===== src/hw/rtl/assert_macros.svh =====
// Assertion macros used by the top level of the telnet option negotiator.
`ifndef ASSERT_MACROS_SVH
`define ASSERT_MACROS_SVH

// The consequent must hold in the same cycle as the antecedent.
`define ASSERT_SAME_CYCLE(label, clk, rst, ante, cons) \
   label: assert property (@(posedge clk) disable iff (rst) (ante) |-> (cons)) \
      else $error("same-cycle check failed");

// The consequent must hold in the cycle after the antecedent.
`define ASSERT_NEXT_CYCLE(label, clk, rst, ante, cons) \
   label: assert property (@(posedge clk) disable iff (rst) (ante) |=> (cons)) \
      else $error("next-cycle check failed");

`endif


===== src/hw/rtl/tnon_pkg.sv =====
// Package with the byte codes and shared types of the telnet option negotiator.
package tnon_pkg;

   // Telnet command bytes.
   localparam logic [7:0] TN_IAC  = 8'd255;
   localparam logic [7:0] TN_DONT = 8'd254;
   localparam logic [7:0] TN_DO   = 8'd253;
   localparam logic [7:0] TN_WONT = 8'd252;
   localparam logic [7:0] TN_WILL = 8'd251;
   localparam logic [7:0] TN_SB   = 8'd250;
   localparam logic [7:0] TN_SE   = 8'd240;

   // Option numbers that this block knows.
   localparam logic [7:0] OPT_ECHO = 8'd1;
   localparam logic [7:0] OPT_SGA  = 8'd3;

   // Beats in one reply: IAC, reply code, option.
   localparam logic [1:0] REPLY_BEATS = 2'd3;

   // Destination flag of a result.
   localparam logic DEST_CLI  = 1'b0;
   localparam logic DEST_PEER = 1'b1;

   // What one received byte produces.
   typedef enum logic [1:0] {
      RES_NONE,
      RES_DATA,
      RES_REPLY
   } res_kind_type;

   // Result descriptor handed from the parser to the output stage.
   typedef struct packed {
      res_kind_type kind;
      logic [7:0]   reply_code;
      logic [7:0]   data_byte;
      logic         echo_on;
      logic         sga_on;
   } res_desc_type;

endpackage


===== src/hw/rtl/tnon_parser.sv =====
// Command parser: holds the telnet parse state and option flags, decodes each request byte.
module tnon_parser (
   input  logic                  clock,
   input  logic                  reset,
   input  logic                  accept,
   input  logic [7:0]            rx_byte,
   output tnon_pkg::res_desc_type desc
);

   logic       in_command_ff, in_command_in;
   logic [1:0] byte_position_ff, byte_position_in;
   logic       in_subneg_ff, in_subneg_in;
   logic [7:0] command_code_ff, command_code_in;
   logic [7:0] previous_byte_ff, previous_byte_in;
   logic       echo_flag_ff, echo_flag_in;
   logic       sga_flag_ff, sga_flag_in;

   // Parse state registers, updated only when a request is taken.
   always_ff @(posedge clock) begin
      if (reset) begin
         in_command_ff    <= 1'b0;
         byte_position_ff <= 2'd0;
         in_subneg_ff     <= 1'b0;
         command_code_ff  <= 8'd0;
         previous_byte_ff <= 8'd0;
         echo_flag_ff     <= 1'b1;
         sga_flag_ff      <= 1'b0;
      end else if (accept) begin
         in_command_ff    <= in_command_in;
         byte_position_ff <= byte_position_in;
         in_subneg_ff     <= in_subneg_in;
         command_code_ff  <= command_code_in;
         previous_byte_ff <= previous_byte_in;
         echo_flag_ff     <= echo_flag_in;
         sga_flag_ff      <= sga_flag_in;
      end
   end

   // Next parse state and the result that this byte causes.
   always_comb begin
      in_command_in    = in_command_ff;
      byte_position_in = byte_position_ff;
      in_subneg_in     = in_subneg_ff;
      command_code_in  = command_code_ff;
      previous_byte_in = rx_byte;
      echo_flag_in     = echo_flag_ff;
      sga_flag_in      = sga_flag_ff;
      desc.kind        = tnon_pkg::RES_NONE;
      desc.reply_code  = tnon_pkg::TN_WONT;
      desc.data_byte   = rx_byte;

      if (!in_command_ff) begin
         // Data mode: IAC opens a command, anything else goes to the command line.
         if (rx_byte == tnon_pkg::TN_IAC) begin
            in_command_in    = 1'b1;
            byte_position_in = 2'd1;
            in_subneg_in     = 1'b0;
         end else begin
            desc.kind = tnon_pkg::RES_DATA;
         end
      end else if (byte_position_ff == 2'd1) begin
         // Command code byte.
         command_code_in  = rx_byte;
         in_subneg_in     = (rx_byte == tnon_pkg::TN_SB);
         byte_position_in = 2'd2;
      end else if (in_subneg_ff) begin
         // Subnegotiation is skipped until IAC SE.
         if (previous_byte_ff == tnon_pkg::TN_IAC && rx_byte == tnon_pkg::TN_SE) begin
            in_subneg_in     = 1'b0;
            in_command_in    = 1'b0;
            byte_position_in = 2'd0;
         end else if (byte_position_ff != 2'd3) begin
            byte_position_in = byte_position_ff + 2'd1;
         end
      end else begin
         // Option byte of an ordinary command.
         in_command_in    = 1'b0;
         byte_position_in = 2'd0;
         case (command_code_ff)
            tnon_pkg::TN_DO: begin
               desc.kind = tnon_pkg::RES_REPLY;
               if (rx_byte == tnon_pkg::OPT_ECHO) begin
                  echo_flag_in    = 1'b1;
                  desc.reply_code = tnon_pkg::TN_WILL;
               end else if (rx_byte == tnon_pkg::OPT_SGA) begin
                  sga_flag_in     = 1'b1;
                  desc.reply_code = tnon_pkg::TN_WILL;
               end
            end
            tnon_pkg::TN_DONT: begin
               desc.kind = tnon_pkg::RES_REPLY;
               if (rx_byte == tnon_pkg::OPT_ECHO) begin
                  echo_flag_in = 1'b0;
               end else if (rx_byte == tnon_pkg::OPT_SGA) begin
                  sga_flag_in = 1'b0;
               end
            end
            default: begin
               desc.kind = tnon_pkg::RES_NONE;
            end
         endcase
      end

      desc.echo_on = echo_flag_in;
      desc.sga_on  = sga_flag_in;
   end

endmodule


===== src/hw/rtl/telnet_option_negotiator.sv =====
// Top level of the telnet option negotiator: request parser and result burst register.
//
//   Channel | Direction | Ports            | Payload
//   --------+-----------+------------------+----------------------------------------
//   req     | in        | req_t*           | tdata: rx_byte
//   rsp     | out       | rsp_t*           | tdata: out_byte, echo_on, go_ahead_suppressed;
//           |           |                  | tuser: destination; tlast: last_of_run
//
// A request byte is decoded in the cycle it is taken; its results appear on rsp
// from the next cycle. Data bytes sustain one request per cycle while rsp is
// ready. A reply holds the result register for three beats, so req_tready is
// low until its last beat is taken. Bytes that cause no result only update the
// parse state. Reset is synchronous and active high; it restores data mode with
// echo on. A stall on rsp holds req_tready low once the result register is occupied.
`include "assert_macros.svh"

module telnet_option_negotiator (
   input  logic        clock,
   input  logic        reset,
   input  logic        req_tvalid,
   output logic        req_tready,
   input  logic [7:0]  req_tdata,   // [7:0] rx_byte
   output logic        rsp_tvalid,
   input  logic        rsp_tready,
   output logic [15:0] rsp_tdata,   // [7:0] out_byte, [8] echo_on,
                                    // [9] go_ahead_suppressed, [15:10] zero
   output logic        rsp_tuser,   // [0] destination
   output logic        rsp_tlast    // last_of_run
);

   tnon_pkg::res_desc_type desc;
   logic                   req_accept;
   logic                   rsp_accept;
   logic [7:0]             out_byte;

   logic [1:0] beats_ff, beats_in;
   logic [7:0] reply_code_ff, reply_code_in;
   logic [7:0] last_byte_ff, last_byte_in;
   logic       dest_ff, dest_in;
   logic       echo_ff, echo_in;
   logic       sga_ff, sga_in;

   // Handshakes: a new request may enter as the final beat leaves.
   assign rsp_accept = rsp_tvalid && rsp_tready;
   assign req_tready = (beats_ff == 2'd0) || (beats_ff == 2'd1 && rsp_tready);
   assign req_accept = req_tvalid && req_tready;

   tnon_parser u_parser (
      .clock   (clock),
      .reset   (reset),
      .accept  (req_accept),
      .rx_byte (req_tdata),
      .desc    (desc)
   );

   // Result burst register: load on a request, count down on each beat taken.
   always_comb begin
      beats_in      = beats_ff;
      reply_code_in = reply_code_ff;
      last_byte_in  = last_byte_ff;
      dest_in       = dest_ff;
      echo_in       = echo_ff;
      sga_in        = sga_ff;
      if (req_accept) begin
         reply_code_in = desc.reply_code;
         last_byte_in  = desc.data_byte;
         echo_in       = desc.echo_on;
         sga_in        = desc.sga_on;
         case (desc.kind)
            tnon_pkg::RES_DATA: begin
               beats_in = 2'd1;
               dest_in  = tnon_pkg::DEST_CLI;
            end
            tnon_pkg::RES_REPLY: begin
               beats_in = tnon_pkg::REPLY_BEATS;
               dest_in  = tnon_pkg::DEST_PEER;
            end
            default: begin
               beats_in = 2'd0;
            end
         endcase
      end else if (rsp_accept) begin
         beats_in = beats_ff - 2'd1;
      end
   end

   always_ff @(posedge clock) begin
      if (reset) begin
         beats_ff <= 2'd0;
      end else begin
         beats_ff <= beats_in;
      end
   end

   always_ff @(posedge clock) begin
      reply_code_ff <= reply_code_in;
      last_byte_ff  <= last_byte_in;
      dest_ff       <= dest_in;
      echo_ff       <= echo_in;
      sga_ff        <= sga_in;
   end

   // Beat selection: IAC, then the reply code, then the option or data byte.
   always_comb begin
      case (beats_ff)
         2'd3:    out_byte = tnon_pkg::TN_IAC;
         2'd2:    out_byte = reply_code_ff;
         default: out_byte = last_byte_ff;
      endcase
   end

   assign rsp_tdata  = {6'd0, sga_ff, echo_ff, out_byte};
   assign rsp_tuser  = dest_ff;
   assign rsp_tlast  = (beats_ff == 2'd1);
   assign rsp_tvalid = (beats_ff != 2'd0);

   // A data byte taken from req shows up as a single command-line beat.
   `ASSERT_NEXT_CYCLE(a_data_single_beat, clock, reset,
      req_accept && desc.kind == tnon_pkg::RES_DATA,
      rsp_tvalid && rsp_tuser == tnon_pkg::DEST_CLI && rsp_tlast)
   // A reply opens with IAC toward the peer.
   `ASSERT_NEXT_CYCLE(a_reply_starts_iac, clock, reset,
      req_accept && desc.kind == tnon_pkg::RES_REPLY,
      rsp_tvalid && rsp_tuser == tnon_pkg::DEST_PEER && rsp_tdata[7:0] == tnon_pkg::TN_IAC)
   // A reply beat that leaves, short of the last, is followed by the next beat.
   `ASSERT_NEXT_CYCLE(a_reply_advances, clock, reset,
      rsp_accept && !rsp_tlast,
      rsp_tvalid && rsp_tuser == tnon_pkg::DEST_PEER)
   // Command-line beats are never part of a longer burst.
   `ASSERT_SAME_CYCLE(a_cli_is_last, clock, reset,
      rsp_tvalid && rsp_tuser == tnon_pkg::DEST_CLI,
      rsp_tlast)

endmodule


===== config.mk =====
export PLATFORM = sky130hd
export DESIGN_NAME = telnet_option_negotiator
export DESIGN_NICKNAME = d
export VERILOG_FILES = /design/src/hw/rtl/tnon_pkg.sv /design/src/hw/rtl/tnon_parser.sv /design/src/hw/rtl/telnet_option_negotiator.sv
export VERILOG_INCLUDE_DIRS = /design/src /design/src/hw/rtl
export SDC_FILE = /design/constraint.sdc
export NUM_CORES = 1
export LEC_CHECK = 0
export ABC_AREA = 1
export BUFFER_PORTS_ARGS = -buffer_cell sky130_fd_sc_hd__buf_2
export CAP_MARGIN = 10
export CORE_ASPECT_RATIO = 0.7
export CORE_UTILIZATION = 62
export DETAILED_ROUTE_END_ITERATION = 6
export GPL_ROUTABILITY_DRIVEN = 0
export GPL_TIMING_DRIVEN = 0
export HOLD_SLACK_MARGIN = 0.03
export PLACE_DENSITY = 0.85
export SLEW_MARGIN = 20
export SYNTH_ARGS = -nofsm -noshare
export SYNTH_HDL_FRONTEND = slang
export SYNTH_HIERARCHICAL = 1
export SYNTH_SLANG_ARGS = --single-unit

===== constraint.sdc =====
create_clock -name clock -period 4.8 [get_ports clock]
set_input_delay 0.48 -clock clock [delete_from_list [all_inputs] [get_ports clock]]
set_output_delay 0.48 -clock clock [all_outputs]
set_load 0.01 [all_outputs]

After elaboration in Yosys (flattened, before gate mapping)
Cells that the tools add are included.

cells by class
  multiplexer cells = 41
  add/sub/neg operators = 2
  reductions and logical operators = 17
  bitwise gates (word level) = 2
  equality and inequality tests = 16

operators by type and width
  kind                                           number
  == test 8 bit, second input constant           6
  two-way mux 1 bit                              21
  two-way mux 10 bit                             2
  two-way mux 2 bit                              10
  two-way mux 8 bit                              2
  case mux 8 bit (2 select lines)                1
  == test 8 x 1 -> 1 bit, second input constant  1
  == test 8 x 2 -> 1 bit, second input constant  1
  nonzero test 2 bit                             4
  == test 2 x 1 -> 1 bit, second input constant  3
  == test 2 bit, second input constant           3
  case mux 1 bit (2 select lines)                3
  AND reduction 3 bit                            2
  inequality test 5 bit, second input constant   1
  OR reduction 5 bit                             1
  logical AND 1 bit                              4
  case mux 2 bit (2 select lines)                1
  AND reduction 2 bit                            2
  OR reduction 4 bit                             1
  two-way mux 3 bit                              1
  adder 2 x 1 -> 2 bit, second input constant    1
  zero test 2 bit                                1
  inequality test 2 bit, second input constant   1
  NOT 1 bit                                      2
  other kinds (3)                                3

word-level totals
  output and inout port bits = 20
  register bits after elaboration = 43
  word-level logic and storage cells = 92
  input bits = 12

Logic depth before layout (Yosys ltp)
  depth in word-level cells = 10
  gate-level depth with buffers = 14
  gate-level depth less buffers = 13

Hierarchy
Netlist, hierarchy kept.

modules (own cells, without submodules)
  module                    instances  area an instance (µm²)  cells each  sequential area each (µm²)
  tnon_parser               1          1,305.0                 196         440.4
  telnet_option_negotiator  1          977.2                   87          610.6

Worst setup path before layout
OpenSTA, ideal clock, no wires.

  kind = register -> register
  start = reg beats_ff[0]
  end = reg u_parser.command_code_ff[0]
  path slack = 2,866 ps
  cell stages (with the launch flop) = 11
  period minus slack after synthesis = 1,934 ps
  arrival = 1,814 ps
  required time = 4,680 ps
  setup time = 120 ps
  path buffers = 0
  path through = dfxtp_1 ha_1 nand2_2 nand2_4 nand2_1 inv_1 nand2_1 clkinv_1 nand2_2 o21ai_0 a21oi_1

on the way
  cells in the longest elaborated chain, start to end = 5
  elaborated cells between the ends (all ways) = 6
  classes of those cells = eq/ne (1); reduce/logical (5)

RTL lines
  element                        RTL line                        RTL
  start: declaration             telnet_option_negotiator.sv:36  logic [1:0] beats_ff, beats_in;
  start signal: assignment       telnet_option_negotiator.sv:91  beats_ff <= beats_in;
  == test 2 x 1 -> 1 bit         -
  net rsp_tlast                  telnet_option_negotiator.sv:28  output logic rsp_tlast
  logical AND 1 bit              telnet_option_negotiator.sv:45  assign req_tready = (beats_ff == 2'd0) || (beats_ff == 2'd1 && rsp_tready);
  logical OR 1 bit               telnet_option_negotiator.sv:45
  net req_tready                 telnet_option_negotiator.sv:21  output logic req_tready,
  logical AND 1 bit              telnet_option_negotiator.sv:46  assign req_accept = req_tvalid && req_tready;
  net req_accept                 telnet_option_negotiator.sv:32  logic req_accept;
  AND reduction 3 bit (no line)  -
  end signal: assignment         tnon_parser.sv:32               command_code_ff <= command_code_in;
  end: declaration               tnon_parser.sv:13               logic [7:0] command_code_ff, command_code_in;

The timed path passes the listed nets, and every way through them passes these cells.
A chain may end at the register's enable or synchronous reset.

Final worst setup path
  start = reg beats_ff[0]
  end = reg u_parser.command_code_ff[7]

on the way
  cells in the longest elaborated chain, start to end = 5
  elaborated cells between the ends (all ways) = 6
  classes of those cells = eq/ne (1); reduce/logical (5)

RTL lines
  element                            RTL line
  == test 2 x 1 -> 1 bit             telnet_option_negotiator.sv:45
  logical AND 1 bit                  telnet_option_negotiator.sv:45
  logical OR 1 bit (*)               telnet_option_negotiator.sv:45
  logical AND 1 bit (*)              telnet_option_negotiator.sv:46
  net req_accept                     telnet_option_negotiator.sv:32
  AND reduction 3 bit (no line) (*)  -

The timed path passes the listed nets; every way through them passes the cells marked *.

==> impl_metrics.toml <==
[status]
run_status = "completed"

[yosys]
synth_seq_area_share_pct = 46.1
synth.avg_cell_area_um2 = 8.06
synth-async-reset-ratio_pct = 0
yosys_warnings = 6
number_of_instances_in_the_synthesized_netlist = 283
yosys.cell_types.count = 27
synth.top_cells.by_area = "sky130_fd_sc_hd__edfxtp_1 (25%), sky130_fd_sc_hd__dfxtp_1 (21%), sky130_fd_sc_hd__buf_4 (8.2%)"
postSynthRegisterBits = 43
synth_top_flop_cell = "sky130_fd_sc_hd__dfxtp_1"
synth.largest_area_cell = "sky130_fd_sc_hd__edfxtp_1"
synth_enable_flop_cells = 19
netlist_area_um2 = 2280
synthDominantCellAreaShare_pct = 25.0

[routing]
remaining_drc_errors = 0
top_layer = "met4"
vias = 1790
initialDrtViolationCount = 64
antenna_violating_nets_post_route = 0
first_pass_iters = 4
routed_wire_length_per_instance_um = 10.8
route.met2.wl_mm = 1.79
via_per_inst = 4.77
drt-total-wl_mm = 4.06
wl_met1_mm = 2.05
wl_met3_um = 193

[floorplanning]
core_um2 = 3510
std_cell_rows = 18
ioPinCount = 32
die-area_um2 = 3930
die_height_um = 52.8
die-width_um = 74.5
initial_cell_density_of_the_core_pct = 65.0

[sta]
post-route-period-util_pct = 46.7
finalClockSkew_ps = 5.99
grt_setup_unrepaired = "no"
final.setup.worst_slack_ps = 2560
worst-slew-pin-transition_ps = 772
post_layout_minimum_cycle_time_ps = 2240
maxSlewHeadroom_pct = 48.5
fin_setup_tns_ps = 0
maxSlewViolCount = 0
finalHoldViolations = 0
finalSetupViolCount = 0
max_freq_ghz = 0.446

[worst_setup_path]
worst_setup_path_end_kind = "flop"
timing.critical_path.from_type = "flop"
cp_max_fo = 22
cp_slowest_cell = "sky130_fd_sc_hd__dfxtp_1"
cp_data_required_time_ps = 5010
worst_path_buffer_plus_inverter_count = 4
cp_slowest_stage_delay_ps = 400
crit_path_cell_trace = "inv_1 -> ha_1 -> inv_2 -> nand2_4 -> nand2_1 -> inv_1 -> nand2_1 -> clkinv_1 -> nand2_2 -> nand2_1 -> a21oi_1"
critPathKind = "reg2reg"
worst_path_most_repeated_cell = "sky130_fd_sc_hd__nand2_1"
path_delay_family = "buffers and inverters"
critPathArrivalTime_ps = 2450

[power]
design_power_total_w = 0.00112
power_per_cell_area_nw_per_um2 = 433
static-leakage-power_nw = 1.21
vdd.ir_drop.worst_v = 0.000228

[run]
max-cap-violations = 0

[clock_network]
cts_post_setup_buffers_inserted = 0
cts.clk_slew.worst_paths_ps = 80
ctsLongestPathBuffers = 2
num_clock_sinks = 43
cts_tree = "done"
htreeDepth = 2
tritoncts.num_buffers = 5
insertion_delay_ps = 290
cts_hold_buf = 0
cts_root_buf = "sky130_fd_sc_hd__clkbuf_8"
post_cts_repair_resize_count = 0

[global_route]
grt_pass1_wl_mm = 6.19
grt_max_degree = 23
grt_antenna_before_repair = 0
grt.overflow.total = 0
grtUsageTotal_pct = 21.9
grt_pass1_vias = 1400

[final_layout]
design.final.nets = 343
antennaDiodeCount = 0
drive_gt1_share_pct = 26.5
layout.filler_cells = 288
layout-area-overhead-vs-synth_pct = 13.4

[placed_design]
portBuffers = 25
detailedPlacementHpwl_mm = 2.97
dp_slack_ps = 2590

[worst_hold_path]
hold_path_class = "reg2reg"
## worst paths after layout
path	slack, ps	endpoint	depth (start not counted)	from
worst min register to register	470	u_parser/command_code_ff[5]	2	u_parser/command_code_ff[5]
worst max-delay path	2560	u_parser/command_code_ff[7]	11	beats_ff[0]
worst min-delay path	470	u_parser/command_code_ff[5]	2	u_parser/command_code_ff[5]
worst max register to register	2560	u_parser/command_code_ff[7]	11	beats_ff[0]
## worst register-to-register path: cells and delay by family, from the launching register on
kind,cells,cell delay [ps]
compound gates,1,160
fa+ha+maj,1,220
buf+inv,4,740
flops,1,400
simple gates,5,640
## flip-flops by register name, indices dropped and copies added, names as in the netlist
signal                     count
u_parser/byte_position_ff      2
reply_code_ff                  8
u_parser/in_command_ff         1
u_parser/in_subneg_ff          1
last_byte_ff                   8
beats_ff                       2
u_parser/echo_flag_ff          1
echo_ff                        1
sga_ff                         1
rsp_tuser                      1
u_parser/command_code_ff       8
u_parser/sga_flag_ff           1
u_parser/previous_byte_ff      8
## stage by stage
step	hold WS, ps	std cells	utilization (%)	cell area, µm²
6_report	472	375	73.7	2590
3_5_place_dp	461	367	71.3	2500
5_1_grt	487	375	73.7	2590
2_1_floorplan	441	292	-	2320
3_3_place_gp	451	367	71.3	2500
4_1_cts	474	375	73.7	2590
## logic make-up (layout without fill, tap and decap cells)
kind of cell	Yosys count	after routing	share of synthesized area (%)
buf+inv	69	102	16.0
flops	43	43	46.1
fa+ha+maj	7	7	3.84
simple gates	117	117	23.9
compound gates	45	45	9.87
other cells	2	11	0.329
## cell usage in the layout (no fill, tap or decap)
cell and count:
sky130_fd_sc_hd__buf_6 1, sky130_fd_sc_hd__nand3_2 2, sky130_fd_sc_hd__dfxtp_1 24, sky130_fd_sc_hd__nand3_1 15
sky130_fd_sc_hd__nor2_1 32, sky130_fd_sc_hd__edfxtp_1 19, sky130_fd_sc_hd__buf_2 28, sky130_fd_sc_hd__clkbuf_2 1
sky130_fd_sc_hd__nand4_1 1, sky130_fd_sc_hd__nor3b_1 1, sky130_fd_sc_hd__clkbuf_8 5, sky130_fd_sc_hd__clkbuf_1 2
sky130_fd_sc_hd__nand2_4 1, sky130_fd_sc_hd__conb_1 11, sky130_fd_sc_hd__o21ai_0 19, sky130_fd_sc_hd__inv_1 33
sky130_fd_sc_hd__nand2_1 46, sky130_fd_sc_hd__and3_2 1, sky130_fd_sc_hd__ha_1 7, sky130_fd_sc_hd__a21oi_1 23
sky130_fd_sc_hd__clkinvlp_4 1, sky130_fd_sc_hd__nor3_1 2, sky130_fd_sc_hd__inv_2 4, sky130_fd_sc_hd__clkinv_1 1
sky130_fd_sc_hd__nand2_2 11, sky130_fd_sc_hd__nor2_4 3, sky130_fd_sc_hd__nor2_2 2, sky130_fd_sc_hd__buf_4 25
sky130_fd_sc_hd__clkinv_2 1, sky130_fd_sc_hd__o21ai_1 3
## synth_stat cells, types with 3 or more instances
| master | number |
|---|---|
| sky130_fd_sc_hd__a21oi_1 | 23 |
| sky130_fd_sc_hd__buf_2 | 3 |
| sky130_fd_sc_hd__buf_4 | 25 |
| sky130_fd_sc_hd__dfxtp_1 | 24 |
| sky130_fd_sc_hd__edfxtp_1 | 19 |
| sky130_fd_sc_hd__ha_1 | 7 |
| sky130_fd_sc_hd__inv_1 | 33 |
| sky130_fd_sc_hd__inv_2 | 4 |
| sky130_fd_sc_hd__nand2_1 | 46 |
| sky130_fd_sc_hd__nand2_2 | 11 |
| sky130_fd_sc_hd__nand3_1 | 15 |
| sky130_fd_sc_hd__nor2_1 | 32 |
| sky130_fd_sc_hd__nor2_4 | 3 |
| sky130_fd_sc_hd__o21ai_0 | 19 |
| sky130_fd_sc_hd__o21ai_1 | 3 |
## where the power goes
part / total [W] / internal [W] / leakage [nW] / switching, W
Sequential: 0.000500 / 0.000470 / 0.373 / 0.0000299
Clock: 0.000217 / 0.000102 / 0.0412 / 0.000115
Combinational: 0.000403 / 0.000157 / 0.795 / 0.000247
## area by class of cell
type | count | area (µm²) | area share [%]
flip-flops and latches | 43 | 1050 | 40.6
inverters | 38 | 143 | 5.51
well taps | 50 | 62.6 | 2.42
clock buffers | 6 | 72.6 | 2.80
repair buffers | 25 | 125 | 4.83
plain buffers | 31 | 223 | 8.60
multi-input cells | 180 | 900 | 34.8
clock inverters | 2 | 12.5 | 0.483
## metal layers
layer / track usage (%) / vias to the layer above
met5: 0 / -
met4: 6.60 / 0
met3: 5.19 / 4
met2: 36.2 / 45
met1: 28.5 / 793
li1: - / 948
(Power assumes the default switching activity.)
